File: config.mk
export PLATFORM = sky130hd
export DESIGN_NAME = xorshift_random_string_generator
export DESIGN_NICKNAME = d
export VERILOG_FILES = /design/src/sv/xrsg_pkg.sv /design/src/sv/xorshift_random_string_generator.sv /design/src/sv/xrsg_regs.sv /design/src/sv/xrsg_ctrl.sv /design/src/sv/xrsg_dp.sv
export SDC_FILE = /design/constraint.sdc
export NUM_CORES = 1
export LEC_CHECK = 0
export BUFFER_PORTS_ARGS = -buffer_cell sky130_fd_sc_hd__buf_2
export CAP_MARGIN = 15
export CORE_UTILIZATION = 61
export DETAILED_ROUTE_END_ITERATION = 8
export HOLD_SLACK_MARGIN = 0.1
export MAX_ROUTING_LAYER = met4
export PLACE_DENSITY = 0.81
export SYNTH_ARGS = -nofsm -noshare
export SYNTH_HDL_FRONTEND = slang
export SYNTH_SLANG_ARGS = --single-unit
File: constraint.sdc
create_clock -name clk -period 3.4 [get_ports clk]
set_input_delay 0.34 -clock clk [delete_from_list [all_inputs] [get_ports clk]]
set_output_delay 0.34 -clock clk [all_outputs]
set_load 0.02 [all_outputs]
File: src/sv/xrsg_pkg.sv
// Shared types and constants of the xorshift random string generator.
// Used by the register file, controller, datapath and top level.
package xrsg_pkg;

	// Longest string that one request may emit; longer lengths saturate.
	localparam int MAX_LEN = 64;

	localparam int LEN_W  = 7;
	localparam int WORD_W = 32;
	localparam int ADDR_W = 4;

	localparam logic [WORD_W-1:0] SEED_A_RST = 32'd123456789;
	localparam logic [WORD_W-1:0] SEED_B_RST = 32'd362436069;
	localparam logic [WORD_W-1:0] SEED_C_RST = 32'd521288629;
	localparam logic [WORD_W-1:0] SEED_D_RST = 32'd88675123;

	typedef enum logic [1:0] {
		KIND_WORD   = 2'd0,
		KIND_RAW    = 2'd1,
		KIND_ALNUM  = 2'd2,
		KIND_RELOAD = 2'd3
	} kind_t;

	typedef enum logic [1:0] {
		REG_SEED_FIRST  = 2'd0,
		REG_SEED_SECOND = 2'd1,
		REG_SEED_THIRD  = 2'd2,
		REG_SEED_FOURTH = 2'd3
	} reg_idx_t;

	typedef enum logic [1:0] {
		ST_IDLE,
		ST_FETCH,
		ST_EMIT
	} state_t;

	typedef struct packed {
		logic [WORD_W-1:0] first;
		logic [WORD_W-1:0] second;
		logic [WORD_W-1:0] third;
		logic [WORD_W-1:0] fourth;
	} seeds_t;

	// Commands from the controller to the datapath.
	typedef struct packed {
		logic gen_word;
		logic reload;
		logic start;
		logic fetch;
		logic next_byte;
	} cmd_t;

	// Status from the datapath to the controller.
	typedef struct packed {
		kind_t kind;
		logic  len_zero;
		logic  chunk_more;
		logic  rem_more;
	} status_t;

	// Maps a 5-bit index onto "abcdefghijklmnopqrstuvw012345678".
	function automatic logic [7:0] alpha_char(input logic [4:0] idx);
		logic [7:0] wide;
		begin
			wide = {3'b000, idx};
			if (idx < 5'd23) begin
				alpha_char = 8'h61 + wide;
			end else begin
				alpha_char = 8'h19 + wide;
			end
		end
	endfunction

endpackage

File: src/sv/xorshift_random_string_generator.sv
// Top level of the xorshift random string generator.
// Instantiates xrsg_regs, xrsg_ctrl and xrsg_dp; depends on xrsg_pkg.
//
// Usage: a request item (kind, length) enters on in_valid/in_stall. Kind 0
// returns one 32-bit xorshift128 word, kind 3 reloads the generator from the
// seed registers and returns a zero word, kinds 1 and 2 return a raw or an
// alphanumeric string of length bytes (saturated to 64), one byte per item.
// The final item of every request carries last; an empty string returns none.
// Results leave on out_valid/out_stall from an output register.
// A word or reload result is valid in the cycle after the request is
// taken. A string takes one generator step per chunk of up to 4 bytes, then
// emits the bytes of the chunk one per item from the chunk word.
// Requests are handled one at a time; the next is taken the cycle after the
// last item of the previous one is delivered, which the single sequencer and
// its shared generator step set.
// When the receiver stalls, the output item holds and the generator waits.
// Reset restores the default seeds and the generator state to them.
// Seed registers sit at byte addresses 0, 4, 8 and 12 of the APB port.
module xorshift_random_string_generator (
	input  logic                          clk,
	input  logic                          arst_n,
	input  logic                          psel,
	input  logic                          penable,
	input  logic                          pwrite,
	input  logic [xrsg_pkg::ADDR_W-1:0]   paddr,
	input  logic [xrsg_pkg::WORD_W-1:0]   pwdata,
	output logic [xrsg_pkg::WORD_W-1:0]   prdata,
	output logic                          pready,
	input  logic                          in_valid,
	output logic                          in_stall,
	input  logic [1:0]                    kind,
	input  logic [xrsg_pkg::LEN_W-1:0]    length,
	output logic                          out_valid,
	input  logic                          out_stall,
	output logic [xrsg_pkg::WORD_W-1:0]   data,
	output logic                          last
);
	import xrsg_pkg::*;

	seeds_t  seeds;
	cmd_t    cmd;
	status_t status;

	xrsg_regs u_regs (
		.clk     (clk),
		.arst_n  (arst_n),
		.psel    (psel),
		.penable (penable),
		.pwrite  (pwrite),
		.paddr   (paddr),
		.pwdata  (pwdata),
		.prdata  (prdata),
		.pready  (pready),
		.seeds   (seeds)
	);

	xrsg_ctrl u_ctrl (
		.clk       (clk),
		.arst_n    (arst_n),
		.in_valid  (in_valid),
		.in_stall  (in_stall),
		.out_valid (out_valid),
		.out_stall (out_stall),
		.status    (status),
		.cmd       (cmd)
	);

	xrsg_dp u_dp (
		.clk    (clk),
		.arst_n (arst_n),
		.kind   (kind),
		.length (length),
		.seeds  (seeds),
		.cmd    (cmd),
		.status (status),
		.data   (data),
		.last   (last)
	);

endmodule

File: src/sv/xrsg_regs.sv
// Seed register file behind the APB-style configuration port.
// Depends on xrsg_pkg for widths, register indexes and reset seeds.
module xrsg_regs (
	input  logic                          clk,
	input  logic                          arst_n,
	input  logic                          psel,
	input  logic                          penable,
	input  logic                          pwrite,
	input  logic [xrsg_pkg::ADDR_W-1:0]   paddr,
	input  logic [xrsg_pkg::WORD_W-1:0]   pwdata,
	output logic [xrsg_pkg::WORD_W-1:0]   prdata,
	output logic                          pready,
	output xrsg_pkg::seeds_t              seeds
);
	import xrsg_pkg::*;

	seeds_t   seeds_q;
	reg_idx_t idx;
	logic     wr_en;

	assign idx    = reg_idx_t'(paddr[3:2]);
	assign wr_en  = psel & penable & pwrite;
	assign pready = 1'b1;
	assign seeds  = seeds_q;

	always_ff @(posedge clk or negedge arst_n) begin
		if (!arst_n) begin
			seeds_q.first  <= SEED_A_RST;
			seeds_q.second <= SEED_B_RST;
			seeds_q.third  <= SEED_C_RST;
			seeds_q.fourth <= SEED_D_RST;
		end else if (wr_en) begin
			case (idx)
				REG_SEED_FIRST:  seeds_q.first  <= pwdata;
				REG_SEED_SECOND: seeds_q.second <= pwdata;
				REG_SEED_THIRD:  seeds_q.third  <= pwdata;
				REG_SEED_FOURTH: seeds_q.fourth <= pwdata;
				default:         seeds_q.first  <= seeds_q.first;
			endcase
		end
	end

	always_comb begin
		case (idx)
			REG_SEED_FIRST:  prdata = seeds_q.first;
			REG_SEED_SECOND: prdata = seeds_q.second;
			REG_SEED_THIRD:  prdata = seeds_q.third;
			REG_SEED_FOURTH: prdata = seeds_q.fourth;
			default:         prdata = '0;
		endcase
	end

endmodule

File: src/sv/xrsg_ctrl.sv
// Controller state machine of the random string generator.
// Depends on xrsg_pkg for the state, command and status types.
module xrsg_ctrl (
	input  logic              clk,
	input  logic              arst_n,
	input  logic              in_valid,
	output logic              in_stall,
	output logic              out_valid,
	input  logic              out_stall,
	input  xrsg_pkg::status_t status,
	output xrsg_pkg::cmd_t    cmd
);
	import xrsg_pkg::*;

	state_t state_q;
	state_t state_d;

	always_ff @(posedge clk or negedge arst_n) begin
		if (!arst_n) begin
			state_q <= ST_IDLE;
		end else begin
			state_q <= state_d;
		end
	end

	always_comb begin
		state_d   = state_q;
		cmd       = '0;
		in_stall  = 1'b1;
		out_valid = 1'b0;
		case (state_q)
			ST_IDLE: begin
				in_stall = 1'b0;
				if (in_valid) begin
					case (status.kind)
						KIND_WORD: begin
							cmd.gen_word = 1'b1;
							state_d      = ST_EMIT;
						end
						KIND_RELOAD: begin
							cmd.reload = 1'b1;
							state_d    = ST_EMIT;
						end
						default: begin
							cmd.start = 1'b1;
							// An empty string gives no item and leaves the state alone.
							if (!status.len_zero) begin
								state_d = ST_FETCH;
							end
						end
					endcase
				end
			end
			ST_FETCH: begin
				cmd.fetch = 1'b1;
				state_d   = ST_EMIT;
			end
			ST_EMIT: begin
				out_valid = 1'b1;
				if (!out_stall) begin
					if (status.chunk_more) begin
						cmd.next_byte = 1'b1;
					end else if (status.rem_more) begin
						state_d = ST_FETCH;
					end else begin
						state_d = ST_IDLE;
					end
				end
			end
			default: state_d = ST_IDLE;
		endcase
	end

endmodule

File: src/sv/xrsg_dp.sv
// Datapath: xorshift128 state, chunk word register, byte counters and output register.
// Depends on xrsg_pkg; driven by commands from xrsg_ctrl.
module xrsg_dp (
	input  logic                          clk,
	input  logic                          arst_n,
	input  logic [1:0]                    kind,
	input  logic [xrsg_pkg::LEN_W-1:0]    length,
	input  xrsg_pkg::seeds_t              seeds,
	input  xrsg_pkg::cmd_t                cmd,
	output xrsg_pkg::status_t             status,
	output logic [xrsg_pkg::WORD_W-1:0]   data,
	output logic                          last
);
	import xrsg_pkg::*;

	logic [WORD_W-1:0] gen_a_q, gen_b_q, gen_c_q, gen_d_q;
	logic [WORD_W-1:0] word_q;
	logic [WORD_W-1:0] data_q;
	logic              last_q;
	logic              alpha_q;
	logic              single_q;
	logic [1:0]        cnt_q;
	logic [LEN_W-1:0]  rem_q;

	logic [WORD_W-1:0] t1, t2, gen_next;
	logic [LEN_W-1:0]  len_sat;
	logic              rem_ge4, rem_ge2, rem_one;
	logic              fetch_single;
	logic [1:0]        fetch_cnt;
	logic [7:0]        fetch_byte, next_byte;

	// One xorshift step with shifts 11, 8 and 19.
	assign t1       = gen_a_q ^ (gen_a_q << 11);
	assign t2       = t1 ^ (t1 >> 8);
	assign gen_next = gen_d_q ^ (gen_d_q >> 19) ^ t2;

	always_comb begin
		if (MAX_LEN < (1 << LEN_W) && length > LEN_W'(MAX_LEN)) begin
			len_sat = LEN_W'(MAX_LEN);
		end else begin
			len_sat = length;
		end
	end

	assign rem_ge4 = rem_q >= LEN_W'(4);
	assign rem_ge2 = rem_q >= LEN_W'(2);
	assign rem_one = rem_q == LEN_W'(1);

	// Raw strings fetch the tail as a 2-byte and/or a 1-byte chunk; alphanumeric
	// strings spend a whole word on each trailing character.
	always_comb begin
		fetch_single = 1'b0;
		if (rem_ge4) begin
			fetch_cnt = 2'd3;
		end else if (alpha_q) begin
			fetch_cnt    = 2'd0;
			fetch_single = 1'b1;
		end else if (rem_ge2) begin
			fetch_cnt = 2'd1;
		end else begin
			fetch_cnt = 2'd0;
		end
	end

	always_comb begin
		if (!alpha_q) begin
			fetch_byte = gen_next[7:0];
		end else if (fetch_single) begin
			fetch_byte = alpha_char(gen_next[4:0]);
		end else begin
			fetch_byte = alpha_char(gen_next[7:3]);
		end
	end

	assign next_byte = alpha_q ? alpha_char(word_q[7:3]) : word_q[7:0];

	always_ff @(posedge clk or negedge arst_n) begin
		if (!arst_n) begin
			gen_a_q <= SEED_A_RST;
			gen_b_q <= SEED_B_RST;
			gen_c_q <= SEED_C_RST;
			gen_d_q <= SEED_D_RST;
		end else if (cmd.reload) begin
			gen_a_q <= seeds.first;
			gen_b_q <= seeds.second;
			gen_c_q <= seeds.third;
			gen_d_q <= seeds.fourth;
		end else if (cmd.gen_word || cmd.fetch) begin
			gen_a_q <= gen_b_q;
			gen_b_q <= gen_c_q;
			gen_c_q <= gen_d_q;
			gen_d_q <= gen_next;
		end
	end

	always_ff @(posedge clk or negedge arst_n) begin
		if (!arst_n) begin
			rem_q    <= '0;
			cnt_q    <= '0;
			alpha_q  <= 1'b0;
			single_q <= 1'b0;
		end else if (cmd.start) begin
			rem_q   <= len_sat;
			cnt_q   <= '0;
			alpha_q <= (kind_t'(kind) == KIND_ALNUM);
		end else if (cmd.fetch) begin
			rem_q    <= rem_q - LEN_W'(1);
			cnt_q    <= fetch_cnt;
			single_q <= fetch_single;
		end else if (cmd.next_byte) begin
			rem_q <= rem_q - LEN_W'(1);
			cnt_q <= cnt_q - 2'd1;
		end
	end

	always_ff @(posedge clk) begin
		if (cmd.gen_word) begin
			data_q <= gen_next;
			last_q <= 1'b1;
		end else if (cmd.reload) begin
			data_q <= '0;
			last_q <= 1'b1;
		end else if (cmd.fetch) begin
			word_q <= gen_next >> 8;
			data_q <= {24'd0, fetch_byte};
			last_q <= rem_one;
		end else if (cmd.next_byte) begin
			word_q <= word_q >> 8;
			data_q <= {24'd0, next_byte};
			last_q <= rem_one;
		end
	end

	assign status.kind       = kind_t'(kind);
	assign status.len_zero   = (length == '0);
	assign status.chunk_more = (cnt_q != 2'd0) && !single_q;
	assign status.rem_more   = (rem_q != '0);

	assign data = data_q;
	assign last = last_q;

endmodule
==> impl_metrics.yaml, run 1 <==
outcome:
  outcome: "finished, final reports clean"
grt:
  grt_overflow_total: 0
  grt_first_pass_wirelength_mm: 61.42
  grt_pass1_vias: 11190
  antenna_found_initial: 0
  grt_usage: 0.3134
  grt_max_degree: 84
min_path:
  min_to: "u_regs.seeds[67]$_DFFE_PN0P_"
  hold_path_depth: 2
  worstHoldStart: "pwdata[3]"
  hp-class: "input port to register"
critical_path:
  worst_path_max_delay_cell: "dfstp_2"
  critPathMaxFanout: 5
  critical_path.startpoint_type: "register"
  crit_arrival_ps: 2880
  slowest_delay_ps: 560
  r2r_slack_ps: 770
  reg2reg_depth: 8
  crit_family: "XOR/XNOR gates"
  rr_endpoint: "u_dp.data[4]$_DFFE_PP_"
  critical_path_class: "register to register"
  cp-end-kind: "register"
  critPathBufInv: 1
  cp.required_ps: 3660
  r2r_start: "u_dp.gen_d_q[22]$_DFFE_PN1P_"
  crit_chain: "xor3_2 > xor2_2 > inv_2 > ha_1 > or4_1 > nor2_1 > o32ai_1 > o41a_1"
yosys:
  synth_top_area_share: 0.2330
  synth_area_um2: 15790
  yosysWarnings: 0
  ys_ff_latch: 326
  synth-edff-count: 56
  syn-mean-instance-area_um2: 10.91
  synth_nets: 1509
  syn_inst: 1447
  synthTopCellsByArea: "dfrtp_1, dfstp_2, edfxtp_1"
  synth.distinct_cells: 62
  synth_top_area_cell: "dfrtp_1"
  yosysSeqAreaShare: 0.5439
  ys_async_sr_fraction: 0.8252
  ys.flop_type: "dfrtp_1"
run:
  drv_cap: 0
floorplan:
  die_h_um: 162.9
  core_um2: 25250
  chipWidth_um: 162.9
  initial_core_util: 0.6251
  dieArea_um2: 26530
  core.rowCount: 58
  io_pins: 120
power_and_ir_drop:
  seq_power_share: 0.355
  clkPwrFrac: 0.189
  p_int_mw: 12.14
  p_sw_mw: 8.703
  totalPowerFinal_mw: 20.84
  p_sw_frac: 0.4176
  vdd_drop_max_mv: 0.6278
  leakagePower_nw: 7.545
  powerDensity_nw_per_um2: 1148
  pwr-share-comb: 0.455
clock_network:
  clk_pin_slew_ps: 60
  clk_path_buf_depth: 3
  cts_buffers: 35
  cts_tree: "built"
  cts-root-buf: "clkbuf_16"
  postCtsSetupBuffers: 0
  insertion_delay_ps: 530
  cts.sinks: 326
  htreeDepth: 2
placed_design:
  place_inst: 1827
  place.gp.congestion: 0.9099
  pre_cts_slack_ps: 780.8
  io_buffers: 116
  dp.final_hpwl_mm: 25.76
drt:
  via_per_inst: 6.099
  ant_nets: 0
  vias: 11670
  dr.pass1.iters: 6
  route.detailed.wl_per_inst_um: 20.38
  drt-initial-drc-count: 1139
  finalWirelength_mm: 39.00
  drc: 0
sta:
  setup_viol: 0
  finalMaxSlewViolations: 0
  period_share: 0.7733
  maxSlewHeadroom: 0.3047
  fmaxAchievable_mhz: 380.3
  grt_setup_unrepaired: "false"
  fin_ws_ps: 770.8
  hold_viol_final: 0
  fin_skew_ps: 18.59
  holdWs_ps: 104.8
  finalSetupTns_ps: 0
  tightest_slew_ps: 1043
  layout_min_cycle_time_ps: 2629
final_layout:
  multi_input_area_um2: 6789
  fillers: 1719
  mostFrequentLayoutCells: "nand2_1, nor2_1, dfrtp_1, mux2_2, dfstp_2"
  instances_no_fill: 1914
  drive_gt1_frac: 0.3213
  nets: 1619
  regArea_um2: 8586
  syn_to_final_growth_pct: 15.03
  diodes: 0
  final_common_cell: "nand2_1"
==> how the worst max path moves through the flow <==
stage | from | to | slack [ps] | depth (start not counted)
floorplan | u_dp.gen_a_q[4]$_DFFE_PN1P_ | u_dp.data[4]$_DFFE_PP_ | 830 | 9
global placement | u_dp.gen_d_q[22]$_DFFE_PN1P_ | u_dp.data[4]$_DFFE_PP_ | 780 | 8
detailed placement | u_dp.gen_d_q[22]$_DFFE_PN1P_ | u_dp.data[4]$_DFFE_PP_ | 780 | 8
CTS | u_dp.gen_d_q[22]$_DFFE_PN1P_ | u_dp.data[4]$_DFFE_PP_ | 770 | 8
global route | u_dp.gen_d_q[1]$_DFFE_PN1P_ | u_dp.data[4]$_DFFE_PP_ | 680 | 8
finish | u_dp.gen_d_q[22]$_DFFE_PN1P_ | u_dp.data[4]$_DFFE_PP_ | 770 | 8
==> cell usage after synthesis, drive strengths merged (4+ instances only) <==
cell / number
dfstp: 122
edfxtp: 56
xor2: 26
and3: 5
buf: 33
nor3: 16
ha: 10
o21ai: 62
a31oi: 100
clkbuf: 62
a21oi: 42
nand3b: 7
a211oi: 4
xnor2: 64
nand2: 255
and2: 7
o211ai: 5
mux4: 32
inv: 16
o221ai: 4
o22ai: 9
dfrtp: 147
nand3: 12
nor4: 5
nor2: 177
mux2: 131
==> power by group through the flow <==
stage	logic [mW]	registers, mW	clock network (mW)
6_report	9.49	7.40	3.95
5_1_grt	10.4	7.56	4.15
4_1_cts	9.35	7.35	3.98
3_5_place_dp	9.22	7.39	0
3_3_place_gp	8.94	7.30	0
2_1_floorplan	6.61	7.13	0
==> metrics by stage <==
stage                     utilization  cell area (µm²)
after global routing           0.7190            18160
after CTS                      0.7186            18150
after global placement         0.6620            16720
after detailed placement       0.6620            16720
after floorplan                     -            15790
final                          0.7190            18160
==> sequential cells by signal, summed over array words and instances (netlist names), 2 cells and up <==
register,count
u_regs.seeds,128
u_ctrl.state_q,2
u_dp.cnt_q,2
u_dp.gen_d_q,32
u_dp.rem_q,7
u_dp.gen_c_q,32
u_dp.word_q,24
u_dp.gen_a_q,32
u_dp.gen_b_q,32
u_dp.data,32
==> per-layer routing <==
metal | global-route usage | share of wire
met1 | 0.4298 | 0.41
met3 | 0.06366 | 0.091
met5 | - | 0
met4 | 0.1062 | 0.030
met2 | 0.4685 | 0.47
==> final cells by class <==
type,instances,area share
clock buffers,50,0.05767
clock inverters,14,0.008957
inverters,16,0.003307
multi-input cells,1010,0.3739
flip-flops and latches,326,0.4728
well taps,330,0.02274
repair buffers,168,0.06064
==> logic make-up (layout without fill, tap and decap cells) <==
logic type | after synthesis | in the layout | share of synthesized area
multiplexers | 166 | 166 | 0.1410
adder cells (fa/ha/maj) | 10 | 10 | 0.007926
flip-flops | 326 | 326 | 0.5439
buffers and inverters | 111 | 248 | 0.02830
AND/OR/NAND/NOR | 498 | 498 | 0.1285
other | 1 | 1 | 0.0002375
AO/OA/AOI/OAI | 241 | 241 | 0.09234
XOR/XNOR | 94 | 94 | 0.05786
==> repair_timing <==
| item | 4_1_cts | 5_1_grt |
|---|---|---|
| gates resized for setup | 0 | 0 |
| hold buffers | 22 | 1 |
| hold endpoints to repair | 100 | 1 |
No activity file was read; power rests on OpenSTA's default activity.
==> run 2: changes to the inputs <==
- clock period: 3.4 -> 2.61 ns (I/O delays scaled with it)
==> run 2 against run 1 <==
Compared with the run above:
- sequential power up 30%
- setup slack lost 680 ps
- flip-flop and latch count unchanged
- cell count rose by 2.0%
- global-route usage rose by 1.5 points
- critical path type unchanged
==> impl_metrics.yaml, run 2 (synthesized netlist as in run 1, its figures left out) <==
outcome:
  outcome: "finished, final reports clean"
grt:
  antenna_found_initial: 1
  grt_pass1_vias: 11640
  grt_first_pass_wirelength_mm: 64.34
  grt_overflow_total: 0
  grt_usage: 0.3287
  grt_max_degree: 82
floorplan:
  dieArea_um2: 26530
  chipWidth_um: 162.9
  core.rowCount: 58
  core_um2: 25250
  die_h_um: 162.9
  io_pins: 120
  initial_core_util: 0.6251
sta:
  setup_viol: 0
  fin_skew_ps: 17.01
  maxSlewHeadroom: 0.5252
  finalMaxSlewViolations: 0
  hold_viol_final: 0
  layout_min_cycle_time_ps: 2519
  period_share: 0.9650
  grt_setup_unrepaired: "false"
  tightest_slew_ps: 712.2
  finalSetupTns_ps: 0
  fmaxAchievable_mhz: 397.0
critical_path:
  cp-end-kind: "register"
  cp.required_ps: 2870
  critical_path_class: "register to register"
  critPathMaxFanout: 3
  crit_arrival_ps: 2770
  crit_chain: "xnor3_2 > xnor2_2 > inv_1 > ha_1 > or4_1 > nor2_1 > o32ai_1 > o41a_1"
  worst_path_max_delay_cell: "dfstp_2"
  slowest_delay_ps: 560
  r2r_slack_ps: 90
  critical_path.startpoint_type: "register"
min_path:
  hp-class: "input port to register"
power_and_ir_drop:
  totalPowerFinal_mw: 27.62
  powerDensity_nw_per_um2: 1492
  vdd_drop_max_mv: 0.9519
  leakagePower_nw: 7.698
clock_network:
  cts_buffers: 35
  htreeDepth: 2
  insertion_delay_ps: 520
  cts_tree: "built"
  clk_pin_slew_ps: 60
  clk_path_buf_depth: 3
  cts.sinks: 326
  postCtsSetupBuffers: 0
  cts-root-buf: "clkbuf_16"
drt:
  ant_nets: 0
  via_per_inst: 6.120
  dr.pass1.iters: 5
  route.detailed.wl_per_inst_um: 21.02
  drt-initial-drc-count: 1264
  finalWirelength_mm: 41.03
  vias: 11950
  drc: 0
placed_design:
  dp.final_hpwl_mm: 27.14
  io_buffers: 116
  place_inst: 1848
  place.gp.congestion: 0.9717
final_layout:
  largest_register_ffs: 128
  regArea_um2: 8586
  instances_no_fill: 1952
  drive_gt1_frac: 0.3226
  mostFrequentLayoutCells: "nand2_1, nor2_1, dfrtp_1, mux2_2, dfstp_2"
  fillers: 1646
  nets: 1658
  final_common_cell: "nand2_1"
  syn_to_final_growth_pct: 17.29
  multi_input_area_um2: 6795
run:
  drv_cap: 0
-- run 2: cell types whose count changed in the layout (fill, tap and decap cells not counted), sizes merged --
| cell | previous run | this run |
|---|---|---|
| buf | 145 | 166 |
| bufinv | 3 | 2 |
| clkbuf | 50 | 52 |
| clkinv | 8 | 5 |
| diode | 0 | 1 |
| dlygate4sd3 | 23 | 41 |
-- run 2: timing repair --
item                                   CTS  global route
gates resized for setup                  0             3
endpoints found under the hold margin  167             0
hold buffers                            41             0
setup endpoints to repair                0             3
-- run 2: layout make-up --
| type | count | share of cell area |
|---|---|---|
| Clock inverter | 10 | 0.006285 |
| Multi-Input combinational cell | 1010 | 0.3670 |
| Tap cell | 330 | 0.02230 |
| Timing Repair Buffer | 207 | 0.08312 |
| Sequential cell | 326 | 0.4637 |
| Inverter | 16 | 0.003244 |
| Clock buffer | 52 | 0.05420 |
| Antenna cell | 1 | 0.0001352 |
-- run 2: path summary, 6_finish.rpt --
kind / startpoint / endpoint / cells past startpoint
min in group asynchronous: arst_n / u_dp.gen_c_q[1]$_DFFE_PN0P_ / 2
setup reg to reg: u_dp.gen_a_q[4]$_DFFE_PN1P_ / u_dp.data[4]$_DFFE_PP_ / 8
hold / removal: kind[1] / u_dp.alpha_q$_DFFE_PN0P_ / 3
max in group asynchronous: arst_n / u_regs.seeds[56]$_DFFE_PN1P_ / 3
setup / recovery: u_dp.gen_a_q[4]$_DFFE_PN1P_ / u_dp.data[4]$_DFFE_PP_ / 8
hold reg to reg: u_regs.seeds[57]$_DFFE_PN1P_ / u_dp.gen_c_q[25]$_DFFE_PN1P_ / 2
-- run 2: per-stage QoR --
step           area (µm²)  worst slack (ps)  utilization  hold slack [ps]
3_3_place_gp        16980             93.65       0.6722            306.0
5_1_grt             18520             61.72       0.7332            178.9
4_1_cts             18510             35.40       0.7328            169.4
3_5_place_dp        16980             49.37       0.6722            311.3
2_1_floorplan       15790             41.04            -           -34.59
6_report            18520             91.32       0.7332            167.2
-- run 2: power breakdown --
group          switching [mW]  internal [mW]  total, mW
Sequential               1.68           7.92       9.60
Combinational            7.95           5.21       13.2
Clock                    1.98           2.87       4.85
Total                    11.6           16.0       27.6
-- run 2: per-layer routing --
layer	track usage	part of all wire	vias up
met5	-	0	-
met4	0.1049	0.031	0
met3	0.05526	0.080	98
met2	0.5044	0.48	532
met1	0.4494	0.41	5959
li1	-	-	5357
-- run 2: critical path: cells and delay by family, from the launching register on --
family | cells | cell delay [ps]
AO/OA/AOI/OAI | 2 | 250
XOR/XNOR | 2 | 510
adder cells (fa/ha/maj) | 1 | 230
buffers and inverters | 1 | 100
flip-flops | 1 | 560
AND/OR/NAND/NOR | 2 | 620
==> run 3: changes to the inputs <==
- CORE_UTILIZATION: 61 -> 55
- PLACE_DENSITY: 0.81 -> 0.77
- clock period: 2.61 -> 2.2 ns (I/O delays scaled with it)
==> run 3 against run 2 <==
Compared with the run above:
- worst hold slack worse by 26 ps
- the run now ends with negative setup slack left
- total power up 29%
- final area up 4.3%
- die area up 11%
- fmax up 6.6%
- wire length up 0.74%
- critical path depth unchanged
- utilization down 4.4 points
- clock-buffer cell count unchanged
- via count up 1.9%
==> impl_metrics.yaml, run 3 (synthesized netlist as in run 1, its figures left out) <==
outcome:
  outcome: "finished with violations"
  violations: "negative setup slack"
drt:
  finalWirelength_mm: 41.33
  dr.pass1.iters: 5
  route.detailed.wl_per_inst_um: 20.08
  via_per_inst: 5.916
  drc: 0
  vias: 12180
  drt-initial-drc-count: 1257
  ant_nets: 0
floorplan:
  io_pins: 120
  initial_core_util: 0.5636
  die_h_um: 171.4
  core.rowCount: 61
  core_um2: 28010
  dieArea_um2: 29380
  chipWidth_um: 171.4
clock_network:
  cts-root-buf: "clkbuf_16"
  insertion_delay_ps: 520
  clk_pin_slew_ps: 60
  cts_buffers: 36
  clk_path_buf_depth: 3
  htreeDepth: 2
  cts.sinks: 326
  cts_tree: "built"
min_path:
  hp-class: "input port to register"
placed_design:
  place.gp.congestion: 0.9259
  pre_cts_slack_ps: -254.3
  io_buffers: 116
  dp.final_hpwl_mm: 27.68
sta:
  holdWs_ps: 141.2
  hold_viol_final: 0
  fin_ws_ps: -162.4
  finalSetupTns_ps: -354.1
  finalMaxSlewViolations: 0
  fmaxAchievable_mhz: 423.3
  layout_min_cycle_time_ps: 2362
  setup_viol: 4
  fin_skew_ps: 20.74
  period_share: 1.074
  maxSlewHeadroom: 0.5599
  grt_setup_unrepaired: "true"
  tightest_slew_ps: 657.8
critical_path:
  slowest_delay_ps: 540
  cp-end-kind: "register"
  worst_path_max_delay_cell: "dfstp_2"
  critPathMaxFanout: 3
  critical_path.startpoint_type: "register"
  crit_arrival_ps: 2610
  cp.required_ps: 2450
  critical_path_class: "register to register"
  crit_chain: "xnor3_2 > xnor2_4 > inv_4 > ha_4 > or4_1 > nor2_1 > o32ai_1 > o41a_1"
power_and_ir_drop:
  vdd_drop_max_mv: 1.027
  powerDensity_nw_per_um2: 1851
  totalPowerFinal_mw: 35.76
  leakagePower_nw: 8.053
final_layout:
  mostFrequentLayoutCells: "nand2_1, nor2_1, dfrtp_1, mux2_2, dfstp_2"
  fillers: 1972
  largest_register_ffs: 128
  final_common_cell: "nand2_1"
  multi_input_area_um2: 6914
  nets: 1715
  drive_gt1_frac: 0.3530
  syn_to_final_growth_pct: 22.36
  regArea_um2: 8586
  diodes: 0
run:
  drv_cap: 0
grt:
  grt_overflow_total: 0
  grt_usage: 0.2980
  grt_pass1_vias: 11880
  antenna_found_initial: 0
  grt_max_degree: 78
  grt_first_pass_wirelength_mm: 64.95
run 3: stage by stage:
| step | instances | area, µm² | utilization |
|---|---|---|---|
| 2_1_floorplan | 1447 | 15830 | - |
| 3_3_place_gp | 1943 | 17560 | 0.6269 |
| 3_5_place_dp | 1943 | 17560 | 0.6269 |
| 4_1_cts | 2058 | 19260 | 0.6878 |
| 5_1_grt | 2058 | 19320 | 0.6896 |
| 6_report | 2058 | 19320 | 0.6896 |
run 3: cell type report:
cell class	instances	share of cell area
sequential	326	0.4445
multi-input combinational	1010	0.3579
timing repair buffer	263	0.1088
clock buffer	52	0.05402
tap	378	0.02449
clock inverter	13	0.006866
inverter	16	0.003368
run 3: final timing paths:
check | start | to | slack, ps | cells past startpoint
min in group asynchronous | arst_n | u_dp.cnt_q[0]$_DFFE_PN0P_ | 260 | 2
hold / removal | kind[1] | u_dp.alpha_q$_DFFE_PN0P_ | 140 | 3
setup / recovery | u_dp.gen_d_q[4]$_DFFE_PN1P_ | u_dp.data[4]$_DFFE_PP_ | -160 | 8
hold reg to reg | u_dp.gen_b_q[20]$_DFFE_PN1P_ | u_dp.gen_a_q[20]$_DFFE_PN1P_ | 480 | 2
max in group asynchronous | arst_n | u_dp.gen_c_q[25]$_DFFE_PN1P_ | 1140 | 3
setup reg to reg | u_dp.gen_d_q[4]$_DFFE_PN1P_ | u_dp.data[4]$_DFFE_PP_ | -160 | 8
run 3: timing repair:
action / CTS / global route
hold buffers: 45 / 0
setup buffers: 5 / 0
endpoints found under the setup margin: 5 / 11
gates resized for setup: 9 / 8
cloned: 0 / 0
hold endpoints to repair: 198 / 0
pin swaps: 8 / 3
run 3: worst max-delay path, delay by kind of cell, from the launching register on:
family | cells | cell delay, ps
compound gates | 2 | 210
xor+xnor | 2 | 590
fa+ha+maj | 1 | 160
buf+inv | 1 | 60
flops | 1 | 540
simple gates | 2 | 560
run 3: per-layer routing:
layer,part of all wire,global-route usage,vias up
met5,0,-,-
met3,0.075,0.05844,73
met2,0.48,0.4695,465
li1,-,-,5482
met1,0.43,0.3973,6155
met4,0.022,0.07609,0
run 3: power breakdown:
part	switching [mW]	internal, mW	leakage, nW
registers	1.85	9.40	3.59
clock network	2.43	3.55	0.572
logic	10.3	8.24	3.89
total	14.6	21.2	8.05
